File: src/rtl/core/tlpw_pkg.sv
// Shared types and constants for the three-level page walk unit.
`timescale 1ns / 1ps

package tlpw_pkg;

	localparam int unsigned PPN_W         = 44;
	localparam int unsigned VA_W          = 39;
	localparam int unsigned PA_W          = 56;
	localparam int unsigned PTE_W         = 64;
	localparam int unsigned IDX_W         = 9;
	localparam int unsigned OFF_W         = 12;
	localparam int unsigned SLOT_FIELD_W  = 4;
	localparam int unsigned PTE_PPN_LSB   = 10;
	localparam int unsigned ENTRIES_PER_TABLE = 512;
	localparam int unsigned LEVELS        = 3;
	localparam int unsigned CFG_IDX_W     = 1;

	// request types
	localparam logic REQ_WRITE = 1'b0;
	localparam logic REQ_XLATE = 1'b1;

	// result status codes
	localparam logic [1:0] ST_OK         = 2'd0;
	localparam logic [1:0] ST_NOT_FOUND  = 2'd1;
	localparam logic [1:0] ST_OVER_LIMIT = 2'd2;
	localparam logic [1:0] ST_OUTSIDE    = 2'd3;

	// configuration register indexes
	localparam logic [CFG_IDX_W-1:0] CFG_ROOT_TABLE_PAGE = 1'b0;
	localparam logic [CFG_IDX_W-1:0] CFG_STORE_BASE_PAGE = 1'b1;

	typedef struct packed {
		logic                    req_type;
		logic [VA_W-1:0]         virt_addr;
		logic [SLOT_FIELD_W-1:0] table_slot;
		logic [IDX_W-1:0]        entry_index;
		logic [PTE_W-1:0]        entry_value;
	} req_t;

	typedef struct packed {
		logic [PA_W-1:0] phys_addr;
		logic [1:0]      status;
	} resp_t;

	// controller -> datapath
	typedef struct packed {
		logic       clr_we;     // write zero at the clear counter, advance it
		logic       wr_item;    // store the incoming entry word
		logic       capture;    // latch the incoming virtual address
		logic       rd_en;      // issue a table read
		logic       src_root;   // read uses root page and input VA, else last entry read
		logic       rd_leaf;    // walk read targets the leaf level
		logic       push;       // load the output register
		logic       from_pend;  // push takes the held result
		logic       hold;       // park the finished result
		logic [1:0] fin_status;
		logic       fin_phys;   // result carries the translated address
	} ctl_cmd_t;

	// datapath -> controller
	typedef struct packed {
		logic req_write;
		logic over_limit;
		logic in_range;
		logic pte_valid;
		logic out_free;
		logic clr_last;
	} ctl_sts_t;

endpackage

File: src/rtl/core/tlpw_ctrl.sv
// Walk controller: clearing pass, request decode, level sequencing, result handoff.
`timescale 1ns / 1ps

module tlpw_ctrl (
	input  logic                clk,
	input  logic                arst_n,
	input  logic                in_valid,
	output logic                in_stall,
	input  tlpw_pkg::ctl_sts_t  sts,
	output tlpw_pkg::ctl_cmd_t  cmd
);

	import tlpw_pkg::*;

	localparam logic [1:0] S_CLEAR = 2'd0;
	localparam logic [1:0] S_IDLE  = 2'd1;
	localparam logic [1:0] S_WALK  = 2'd2;
	localparam logic [1:0] S_REPLY = 2'd3;

	localparam logic [1:0] LVL_ROOT = 2'd2;
	localparam logic [1:0] LVL_MID  = 2'd1;
	localparam logic [1:0] LVL_LEAF = 2'd0;

	logic [1:0] state_q, state_d;
	logic [1:0] level_q, level_d;
	logic       fin;

	always_comb begin
		cmd      = '0;
		state_d  = state_q;
		level_d  = level_q;
		fin      = 1'b0;
		in_stall = (state_q != S_IDLE);

		unique case (state_q)
			S_CLEAR: begin
				cmd.clr_we = 1'b1;
				if (sts.clr_last) begin
					state_d = S_IDLE;
				end
			end
			S_IDLE: begin
				// root page and input VA feed the range check and the first read
				cmd.src_root = 1'b1;
				if (in_valid) begin
					cmd.capture = 1'b1;
					priority if (sts.req_write) begin
						cmd.wr_item    = 1'b1;
						cmd.fin_status = ST_OK;
						fin            = 1'b1;
					end else if (sts.over_limit) begin
						cmd.fin_status = ST_OVER_LIMIT;
						fin            = 1'b1;
					end else if (!sts.in_range) begin
						cmd.fin_status = ST_OUTSIDE;
						fin            = 1'b1;
					end else begin
						cmd.rd_en    = 1'b1;
						level_d      = LVL_ROOT;
						state_d      = S_WALK;
					end
				end
			end
			S_WALK: begin
				// read data holds the entry of level_q
				priority if (!sts.pte_valid) begin
					cmd.fin_status = ST_NOT_FOUND;
					fin            = 1'b1;
				end else if (level_q == LVL_LEAF) begin
					cmd.fin_status = ST_OK;
					cmd.fin_phys   = 1'b1;
					fin            = 1'b1;
				end else if (!sts.in_range) begin
					cmd.fin_status = ST_OUTSIDE;
					fin            = 1'b1;
				end else begin
					cmd.rd_en   = 1'b1;
					cmd.rd_leaf = (level_q == LVL_MID);
					level_d     = level_q - 2'd1;
				end
			end
			S_REPLY: begin
				if (sts.out_free) begin
					cmd.push      = 1'b1;
					cmd.from_pend = 1'b1;
					state_d       = S_IDLE;
				end
			end
			default: begin
				state_d = S_IDLE;
			end
		endcase

		// push the result, or park it if the output is stalled (read data may move on later)
		if (fin) begin
			if (sts.out_free) begin
				cmd.push = 1'b1;
				state_d  = S_IDLE;
			end else begin
				cmd.hold = 1'b1;
				state_d  = S_REPLY;
			end
		end
	end

	always_ff @(posedge clk or negedge arst_n) begin
		if (!arst_n) begin
			state_q <= S_CLEAR;
			level_q <= LVL_ROOT;
		end else begin
			state_q <= state_d;
			level_q <= level_d;
		end
	end

endmodule

File: config.mk
export PLATFORM = sky130hd
export DESIGN_NAME = tlpw_ctrl
export DESIGN_NICKNAME = d
export VERILOG_FILES = /design/src/rtl/core/tlpw_pkg.sv /design/src/rtl/core/tlpw_ctrl.sv
export SDC_FILE = /design/constraint.sdc
export NUM_CORES = 1
export LEC_CHECK = 0
export BUFFER_PORTS_ARGS = -buffer_cell sky130_fd_sc_hd__buf_2
export CAP_MARGIN = 20
export CORE_AREA = 2 2 39 41
export DETAILED_ROUTE_END_ITERATION = 10
export DIE_AREA = 0 0 41 43
export HOLD_SLACK_MARGIN = 0.05
export MAX_ROUTING_LAYER = met4
export PLACE_DENSITY = 0.76
export SYNTH_ARGS = -nofsm -noshare
export SYNTH_HDL_FRONTEND = slang
export SYNTH_SLANG_ARGS = --single-unit
export TNS_END_PERCENT = 20
File: constraint.sdc
create_clock -name clk -period 2.5 [get_ports clk]
set_input_delay 0.5 -clock clk [delete_from_list [all_inputs] [get_ports clk]]
set_output_delay 0.5 -clock clk [all_outputs]
set_load 0.01 [all_outputs]
==> results.json, run 1 <==
{
  "wl_met3_um": 43,
  "worstMarginPinSlew_ps": 305.7,
  "ys_ff_latch": 4,
  "p_comb_share_pct": 65.7,
  "final_common_cell": "buf_2",
  "hold_viol": 0,
  "most-common-layout-cells": "buf_2 (21), inv_1 (10), a21oi_1 (6), nor2_1 (6), ha_1 (6)",
  "fmax_mhz": 430.2,
  "fin_setup_tns_ps": 0,
  "routed.top_layer": "met3",
  "rsz0062_at_grt": "no",
  "worst_r2r_path_depth": 6,
  "grt_max_degree": 10,
  "portBuffers": 21,
  "boundaryPins": 22,
  "drtIter0Drc": 2,
  "status": "complete, no violations",
  "grt_pass1_wl_um": 1842,
  "ctsHtreeMaxLevel": 1,
  "worstHoldPathType": "reg2reg",
  "die_area_um2": 1763,
  "wl_per_cell_um": 10.45,
  "avgViaCountPerCell": 4.971,
  "max_stage_delay_ps": 390,
  "relSlewSlack_pct": 79.62,
  "drcViolationCount": 0,
  "grt_pass1_vias": 481,
  "ir_worst_vdd_uv": 546.1,
  "layout.nets": 104,
  "cts_inserted_buffers": 3,
  "grt_usage_pct": 15.60,
  "crit_cells": 7,
  "cts_root_buf": "clkbuf_4",
  "worstSetupPathType": "reg2out",
  "p_per_area_nw_per_um2": 913.1,
  "yosysSeqAreaShare_pct": 20.56,
  "critPathLaunchType": "register",
  "dr_total_vias": 517,
  "drv_slew": 0,
  "drive_above_1_share_pct": 35.23,
  "cts_tree": "yes",
  "worstSetupEndpointType": "primary output",
  "total_leakage_power_nw": 0.3637,
  "hold_depth": 1,
  "cts_resized": 0,
  "antenna_left": 0,
  "crit_fanout": 8,
  "cp_top_family": "flip-flops",
  "critPathBufInv": 2,
  "dpl.hpwl_um": 908,
  "dieWidth_um": 41,
  "fin_util_pct": 46.93,
  "netlist.area_leader.share_pct": 15.23,
  "initial_core_util_pct": 35.62,
  "fin_skew_ps": 9.532,
  "place_congestion": 0.7392,
  "path_cells": "inv_1 -> ha_1 -> nand2_2 -> or2_1 -> a21oi_1 -> o21a_1 -> buf_2",
  "cp.required_ps": 2000,
  "finalWorstSetupSlack_ps": 175.3,
  "synth_top_area_cell": "dfrtp_1",
  "place_ws_ps": 442.5,
  "power.internal_mw": 0.3218,
  "syn2layout_area_growth_pct": 31.73,
  "arrival_ps": 1820,
  "synth_cell_type_count": 29,
  "synthTopCellsByArea": "dfrtp_1 (15%), ha_1 (15%), inv_1 (7.6%), a21oi_1 (6.1%), dfstp_2 (5.3%)",
  "period_needed_ps": 2325,
  "fp.dieH_um": 43,
  "syn_avg_cell_area_um2": 7.825,
  "cpMaxStageDelayCell": "dfrtp_1",
  "drtPass1Iterations": 4,
  "rows": 14,
  "clkLatencyLatePin_ps": 230,
  "switching_share_pct": 45.72,
  "antenna_found_initial": 0,
  "clk_pin_slew_ps": 40,
  "finalPower_mw": 0.5929,
  "yosysWarnings": 0,
  "cts_buffer_depth": 2,
  "wirelength_met1_um": 461,
  "switchingPower_mw": 0.2711,
  "core-area_um2": 1384,
  "fin_crit_sh_pct": 92.99,
  "drt_wl_total_um": 1087,
  "clock_sink_count": 4,
  "synthCells": 63,
  "clkPwrFrac_pct": 14.4,
  "instances_no_fill": 104,
  "setup_viol": 0,
  "power_frac_seq_pct": 19.9,
  "n_antenna_cell": 0,
  "synth_nets": 78,
  "wl_met2_um": 581,
  "grt_overflow": 0,
  "dp_cells": 99,
  "maxCapViolCount": 0,
  "synth_area_um2": 493.0
}
[area by class of cell]
type	count	area [um^2]
multi-input cells	48	349.1
inverters	10	37.54
clock buffers	4	26.28
flip-flops and latches	4	101.3
fillers	147	734.5
repair buffers	22	115.1
well taps	16	20.02
[cells in the mapped netlist]
cell type	n
a21boi_1	1
a21oi_1	6
a21oi_2	1
a2bb2oi_2	1
a31oi_1	2
and2_1	2
and3_1	2
and3_2	1
and3b_1	1
buf_2	1
dfrtp_1	3
dfstp_2	1
ha_1	6
inv_1	10
mux2i_1	1
nand2_1	3
nand2_2	1
nand2b_1	2
nand3_1	1
nand4b_1	1
nand4bb_2	1
nor2_1	6
nor3_1	1
o21a_1	2
o21ai_0	1
o21ai_1	2
o21ba_1	1
o221ai_2	1
or2_1	1
[stage by stage]
| step | hold slack (ps) | area [um^2] |
|---|---|---|
| floorplan | 204.4 | 493.0 |
| global placement | 305.0 | 613.1 |
| finish | 493.8 | 649.4 |
| CTS | 51.44 | 639.4 |
| global route | 522.6 | 649.4 |
| detailed placement | 307.6 | 613.1 |
[routing by layer]
metal,up-vias,track usage [%]
li1,266,-
met1,239,18.57
met2,12,23.75
met3,0,3.141
met4,0,8.000
met5,-,-
[worst register-to-register path, stage by stage (launching register included)]
cell	delay [ps]
dfrtp_1	390
inv_1	100
ha_1	340
nand2_2	120
o21ai_1	180
o221ai_2	160
mux2i_1	240
[flip-flops by register name, summed over array words and instances, names as in the netlist]
| register | cells |
|---|---|
| state_q | 2 |
| level_q | 2 |
[logic make-up (layout without fill, tap and decap cells)]
group / Yosys count / after routing / share of synthesized area, %
and+or+nand+nor: 23 / 23 / 27.41
adders and majority gates: 6 / 6 / 15.23
AOI/OAI and AO/OA: 18 / 18 / 26.14
muxes: 1 / 1 / 2.031
buffers and inverters: 11 / 36 / 8.629
DFF: 4 / 4 / 20.56
[timing repair]
item                                   CTS  global route
buffers inserted                         0             0
hold buffers                             0             1
endpoints found under the hold margin    0             2
[worst paths after layout]
| path | endpoint | from | slack (ps) |
|---|---|---|---|
| min | level_q[0] | level_q[0] | 490 |
| max reg2reg | state_q[1] | state_q[1] | 870 |
| max | cmd[2] | state_q[1] | 180 |
| min in group asynchronous | state_q[0] | arst_n | 610 |
| max in group asynchronous | level_q[1] | arst_n | 1680 |
| min reg2reg | level_q[0] | level_q[0] | 490 |
[power by group through the flow]
stage | logic (mW) | clock network [mW] | registers [mW]
5_1_grt | 0.440 | 0.0972 | 0.123
4_1_cts | 0.392 | 0.0906 | 0.119
6_report | 0.389 | 0.0854 | 0.118
3_5_place_dp | 0.391 | 0 | 0.119
3_3_place_gp | 0.376 | 0 | 0.117
2_1_floorplan | 0.278 | 0 | 0.115
No activity file was read; power rests on OpenSTA's default activity.
==> run 2, diff against run 1 <==
--- a/config.mk
+++ b/config.mk
@@ -10,9 +10,11 @@
 export CORE_AREA = 2 2 39 41
 export DETAILED_ROUTE_END_ITERATION = 10
 export DIE_AREA = 0 0 41 43
+export GPL_TIMING_DRIVEN = 0
 export HOLD_SLACK_MARGIN = 0.05
 export MAX_ROUTING_LAYER = met4
 export PLACE_DENSITY = 0.76
+export SLEW_MARGIN = 20
 export SYNTH_ARGS = -nofsm -noshare
 export SYNTH_HDL_FRONTEND = slang
 export SYNTH_SLANG_ARGS = --single-unit
==> run 2 against run 1 <==
Compared with the run above: clock-buffer cell count unchanged; combinational power decreased by 2%; via count decreased by 2.3%; cell count unchanged; die area unchanged; routed wire length decreased by 6.3%; first-iteration DRC count decreased by 100%; clock power increased by 3.3%; critical path type unchanged.
==> results.json, run 2 (synthesis results as in run 1) <==
{
  "n_antenna_cell": 0,
  "clk_pin_slew_ps": 40,
  "final_common_cell": "buf_2",
  "wl_per_cell_um": 9.798,
  "initial_core_util_pct": 35.62,
  "fin_util_pct": 46.93,
  "cp.required_ps": 2000,
  "worst_r2r_path_depth": 6,
  "hold_depth": 2,
  "reg.largest.list": "level_q x2, state_q x2",
  "status": "complete, no violations",
  "rows": 14,
  "die_area_um2": 1763,
  "worstMarginPinSlew_ps": 275.3,
  "drt_wl_total_um": 1019,
  "fin_setup_tns_ps": 0,
  "ctsHtreeMaxLevel": 1,
  "grt_pass1_vias": 453,
  "avgViaCountPerCell": 4.856,
  "fillers": 139,
  "fp.dieH_um": 43,
  "finalWorstSetupSlack_ps": 228.5,
  "portBuffers": 20,
  "boundaryPins": 22,
  "dr_total_vias": 505,
  "ir_worst_vdd_uv": 567.8,
  "drive_above_1_share_pct": 35.23,
  "antenna_found_initial": 0,
  "grt_usage_pct": 13.86,
  "cts_resized": 0,
  "place_ws_ps": 464.8,
  "drcViolationCount": 0,
  "switching_share_pct": 45.46,
  "relSlewSlack_pct": 81.65,
  "clkPwrFrac_pct": 15.0,
  "fmax_mhz": 440.2,
  "arrival_ps": 1770,
  "fin_skew_ps": 4.471,
  "fin_crit_sh_pct": 90.86,
  "drtIter0Drc": 0,
  "crit_fanout": 8,
  "power_frac_seq_pct": 20.1,
  "cts_inserted_buffers": 3,
  "cts_setup_buffers": 0,
  "dieWidth_um": 41,
  "most-common-layout-cells": "buf_2 (21), inv_1 (10), a21oi_1 (6), nor2_1 (6), ha_1 (6)",
  "clkLatencyLatePin_ps": 240,
  "drv_slew": 0,
  "layout.nets": 104,
  "hold_viol": 0,
  "grt_max_degree": 10,
  "power.internal_mw": 0.3214,
  "dpl.hpwl_um": 850.1,
  "total_leakage_power_nw": 0.3637,
  "p_per_area_nw_per_um2": 907.6,
  "rsz0062_at_grt": "no",
  "syn2layout_area_growth_pct": 31.73,
  "drtPass1Iterations": 1,
  "period_needed_ps": 2272,
  "critPathLaunchType": "register",
  "maxCapViolCount": 0,
  "worstHoldPathType": "in2reg",
  "p_comb_share_pct": 64.9,
  "worstSetupPathType": "reg2out",
  "cts_root_buf": "clkbuf_4",
  "grt_pass1_wl_um": 1642,
  "antenna_left": 0,
  "place_congestion": 0.7697,
  "switchingPower_mw": 0.2680,
  "cts_buffer_depth": 2,
  "setup_viol": 0,
  "finalPower_mw": 0.5894,
  "clock_sink_count": 4,
  "grt_overflow": 0,
  "worstSetupEndpointType": "primary output",
  "core-area_um2": 1384,
  "cts_tree": "yes"
}
[run 2: layout make-up]
type | count | area (um^2) | area share (%)
sequential | 4 | 101.3 | 15.61
buffer | 1 | 5.005 | 0.7707
multi-input combinational | 48 | 349.1 | 53.76
timing repair buffer | 21 | 110.1 | 16.96
tap | 16 | 20.02 | 3.083
clock buffer | 4 | 26.28 | 4.046
inverter | 10 | 37.54 | 5.780
[run 2: timing repair]
action | in CTS | in global routing
endpoints found under the setup margin | 0 | 0
hold endpoints to repair | 2 | 0
hold buffers | 1 | 0
[run 2: stage by stage]
| step | area (um^2) | hold WS [ps] | cells |
|---|---|---|---|
| detailed placement | 613.1 | 306.7 | 99 |
| finish | 649.4 | 510.4 | 104 |
| CTS | 649.4 | 502.0 | 104 |
| global route | 649.4 | 527.1 | 104 |
| global placement | 613.1 | 304.4 | 99 |
| floorplan | 493.0 | 204.4 | 63 |
[run 2: critical path, cell delays in order, from the launching register on]
cell and delay (ps):
dfrtp_1 390, inv_1 100, ha_1 320, nand2_2 110
o21ai_1 180, o221ai_2 150, a21boi_1 160, buf_2 140
[run 2: path summary, 6_finish.rpt]
kind                       slack [ps]    endpoint       start
max in group asynchronous        1700  level_q[1]      arst_n
hold reg to reg                   510  level_q[0]  level_q[0]
hold / removal                    510  state_q[1]      sts[1]
setup / recovery                  230      cmd[5]  state_q[1]
min in group asynchronous         600  level_q[0]      arst_n
setup reg to reg                  960  state_q[1]  level_q[1]
[run 2: routing by layer]
| metal | up-vias | wire length, um | GRT usage, % |
|---|---|---|---|
| met2 | 10 | 520 | 20.94 |
| li1 | 264 | - | - |
| met1 | 231 | 470 | 16.01 |
| met3 | 0 | 28 | 3.141 |
| met4 | 0 | 0 | 8.000 |
| met5 | - | 0 | - |
[run 2: power by group through the flow]
| stage | Sequential [mW] | Clock [mW] | Combinational [mW] |
|---|---|---|---|
| finish | 0.119 | 0.0882 | 0.383 |
| CTS | 0.119 | 0.0942 | 0.386 |
| global placement | 0.117 | 0 | 0.377 |
| detailed placement | 0.120 | 0 | 0.384 |
| global route | 0.122 | 0.102 | 0.435 |
| floorplan | 0.115 | 0 | 0.278 |
==> run 3, diff against run 2 <==
--- a/config.mk
+++ b/config.mk
@@ -13,7 +13,7 @@
 export GPL_TIMING_DRIVEN = 0
 export HOLD_SLACK_MARGIN = 0.05
 export MAX_ROUTING_LAYER = met4
-export PLACE_DENSITY = 0.76
+export PLACE_DENSITY_LB_ADDON = 0.08
 export SLEW_MARGIN = 20
 export SYNTH_ARGS = -nofsm -noshare
 export SYNTH_HDL_FRONTEND = slang
==> run 3 against run 2 <==
Compared with the run above: die area did not move; design area is 1.5% lower; sequential share of layout area rose by 0.24 points; power fell by 0.83%; worst setup slack worse by 22 ps; first-iteration DRC count increased by 8; critical path depth stayed put; clock power down 3.2%; hold slack lost 450 ps; cell count fell by 0.96%.
==> results.json, run 3 (synthesis results as in run 1) <==
{
  "fin_setup_tns_ps": 0,
  "arrival_ps": 1790,
  "clock_sink_count": 4,
  "dpl.hpwl_um": 842.9,
  "cp.required_ps": 2000,
  "finalWorstSetupSlack_ps": 206.6,
  "place_congestion": 0.7028,
  "critPathLaunchType": "register",
  "routed.top_layer": "met3",
  "grt_max_degree": 10,
  "status": "complete, no violations",
  "wl_met3_um": 58,
  "layout.nets": 103,
  "p_per_area_nw_per_um2": 914.2,
  "fin_skew_ps": 8.872,
  "antenna_left": 0,
  "grt_usage_pct": 12.84,
  "drt_wl_total_um": 1004,
  "die_area_um2": 1763,
  "rsz0062_at_grt": "no",
  "fin_area_um2": 639.4,
  "grt_pass1_wl_um": 1524,
  "drtIter0Drc": 8,
  "place_area_um2": 613.1,
  "max_stage_delay_ps": 390,
  "instances_no_fill": 103,
  "relSlewSlack_pct": 80.90,
  "syn2layout_area_growth_pct": 29.70,
  "antenna_found_initial": 0,
  "cts_buffer_depth": 2,
  "final_common_cell": "buf_2",
  "maxCapViolCount": 0,
  "period_needed_ps": 2293,
  "initial_core_util_pct": 35.62,
  "cts_tree": "yes",
  "worstSetupEndpointType": "primary output",
  "cpMaxStageDelayCell": "dfrtp_1",
  "fp.dieH_um": 43,
  "n_antenna_cell": 0,
  "drive_above_1_share_pct": 35.63,
  "finalPower_mw": 0.5845,
  "path_cells": "inv_1 -> ha_1 -> nand2_2 -> or2_1 -> a21oi_1 -> o21a_1 -> buf_2",
  "holdBufCountCts": 0,
  "total_leakage_power_nw": 0.3595,
  "rows": 14,
  "place_ws_ps": 440.0,
  "avgViaCountPerCell": 4.835,
  "clkLatencyLatePin_ps": 230,
  "drtPass1Iterations": 4,
  "ctsHtreeMaxLevel": 1,
  "hold_viol": 0,
  "wl_per_cell_um": 9.748,
  "dr_total_vias": 498,
  "crit_fanout": 8,
  "cts_inserted_buffers": 3,
  "fmax_mhz": 436.0,
  "worstHoldPathType": "in2async",
  "cts_setup_buffers": 0,
  "clk_pin_slew_ps": 40,
  "portBuffers": 20,
  "grt_overflow": 0,
  "worstMarginPinSlew_ps": 286.5,
  "ir_worst_vdd_uv": 391.9,
  "wirelength_met1_um": 488,
  "dp_cells": 99,
  "reg.largest.list": "level_q x2, state_q x2",
  "setup_viol": 0,
  "cts_root_buf": "clkbuf_4",
  "worstSetupPathType": "reg2out",
  "drcViolationCount": 0,
  "boundaryPins": 22,
  "cts_resized": 0,
  "fin_crit_sh_pct": 91.74,
  "core-area_um2": 1384,
  "wl_met2_um": 457,
  "drv_slew": 0,
  "most-common-layout-cells": "buf_2 (21), inv_1 (10), a21oi_1 (6), nor2_1 (6), ha_1 (6)",
  "dieWidth_um": 41,
  "grt_pass1_vias": 406
}
-- run 3: cell count changes in the layout (fill, tap and decap cells not counted) --
cell / change
dlygate4sd3_1: -1
-- run 3: area by class of cell --
cell class	count	area, um^2
fill	152	744.5
timing repair buffer	20	100.1
multi-input combinational	48	349.1
inverter	10	37.54
sequential	4	101.3
clock buffer	4	26.28
tap	16	20.02
buffer	1	5.005
-- run 3: layer usage --
metal,global-route usage [%],vias up
li1,-,267
met1,17.05,218
met2,18.75,13
met3,1.571,0
met4,6.000,0
met5,-,-
-- run 3: power by group --
part | switching, mW | total [mW] | internal [mW]
Combinational | 0.215 | 0.380 | 0.165
Clock | 0.0256 | 0.0854 | 0.0598
Sequential | 0.0234 | 0.119 | 0.0958
-- run 3: path summary, 6_finish.rpt --
path	startpoint	end	slack (ps)	cells after the start
min in group clk	sts[1]	state_q[1]	490	2
worst max-delay path	state_q[1]	cmd[2]	210	7
worst min-delay path	arst_n	state_q[0]	60	1
max in group asynchronous	arst_n	level_q[1]	2230	1
worst min register to register	level_q[0]	level_q[0]	510	1
worst max register to register	state_q[1]	level_q[0]	930	6
-- run 3: critical path, delay by kind of cell (launching register included) --
kind            cells  cell delay, ps
fa+ha+maj           1             330
simple gates        2             350
flops               1             390
buf+inv             2             220
compound gates      2             280
-- run 3: metrics by stage --
step	utilization, %	hold WS (ps)
after global placement	44.30	307.7
final	46.20	61.19
after detailed placement	44.30	306.8
after CTS	46.20	56.93
after floorplan	-	204.4
after global routing	46.20	64.02
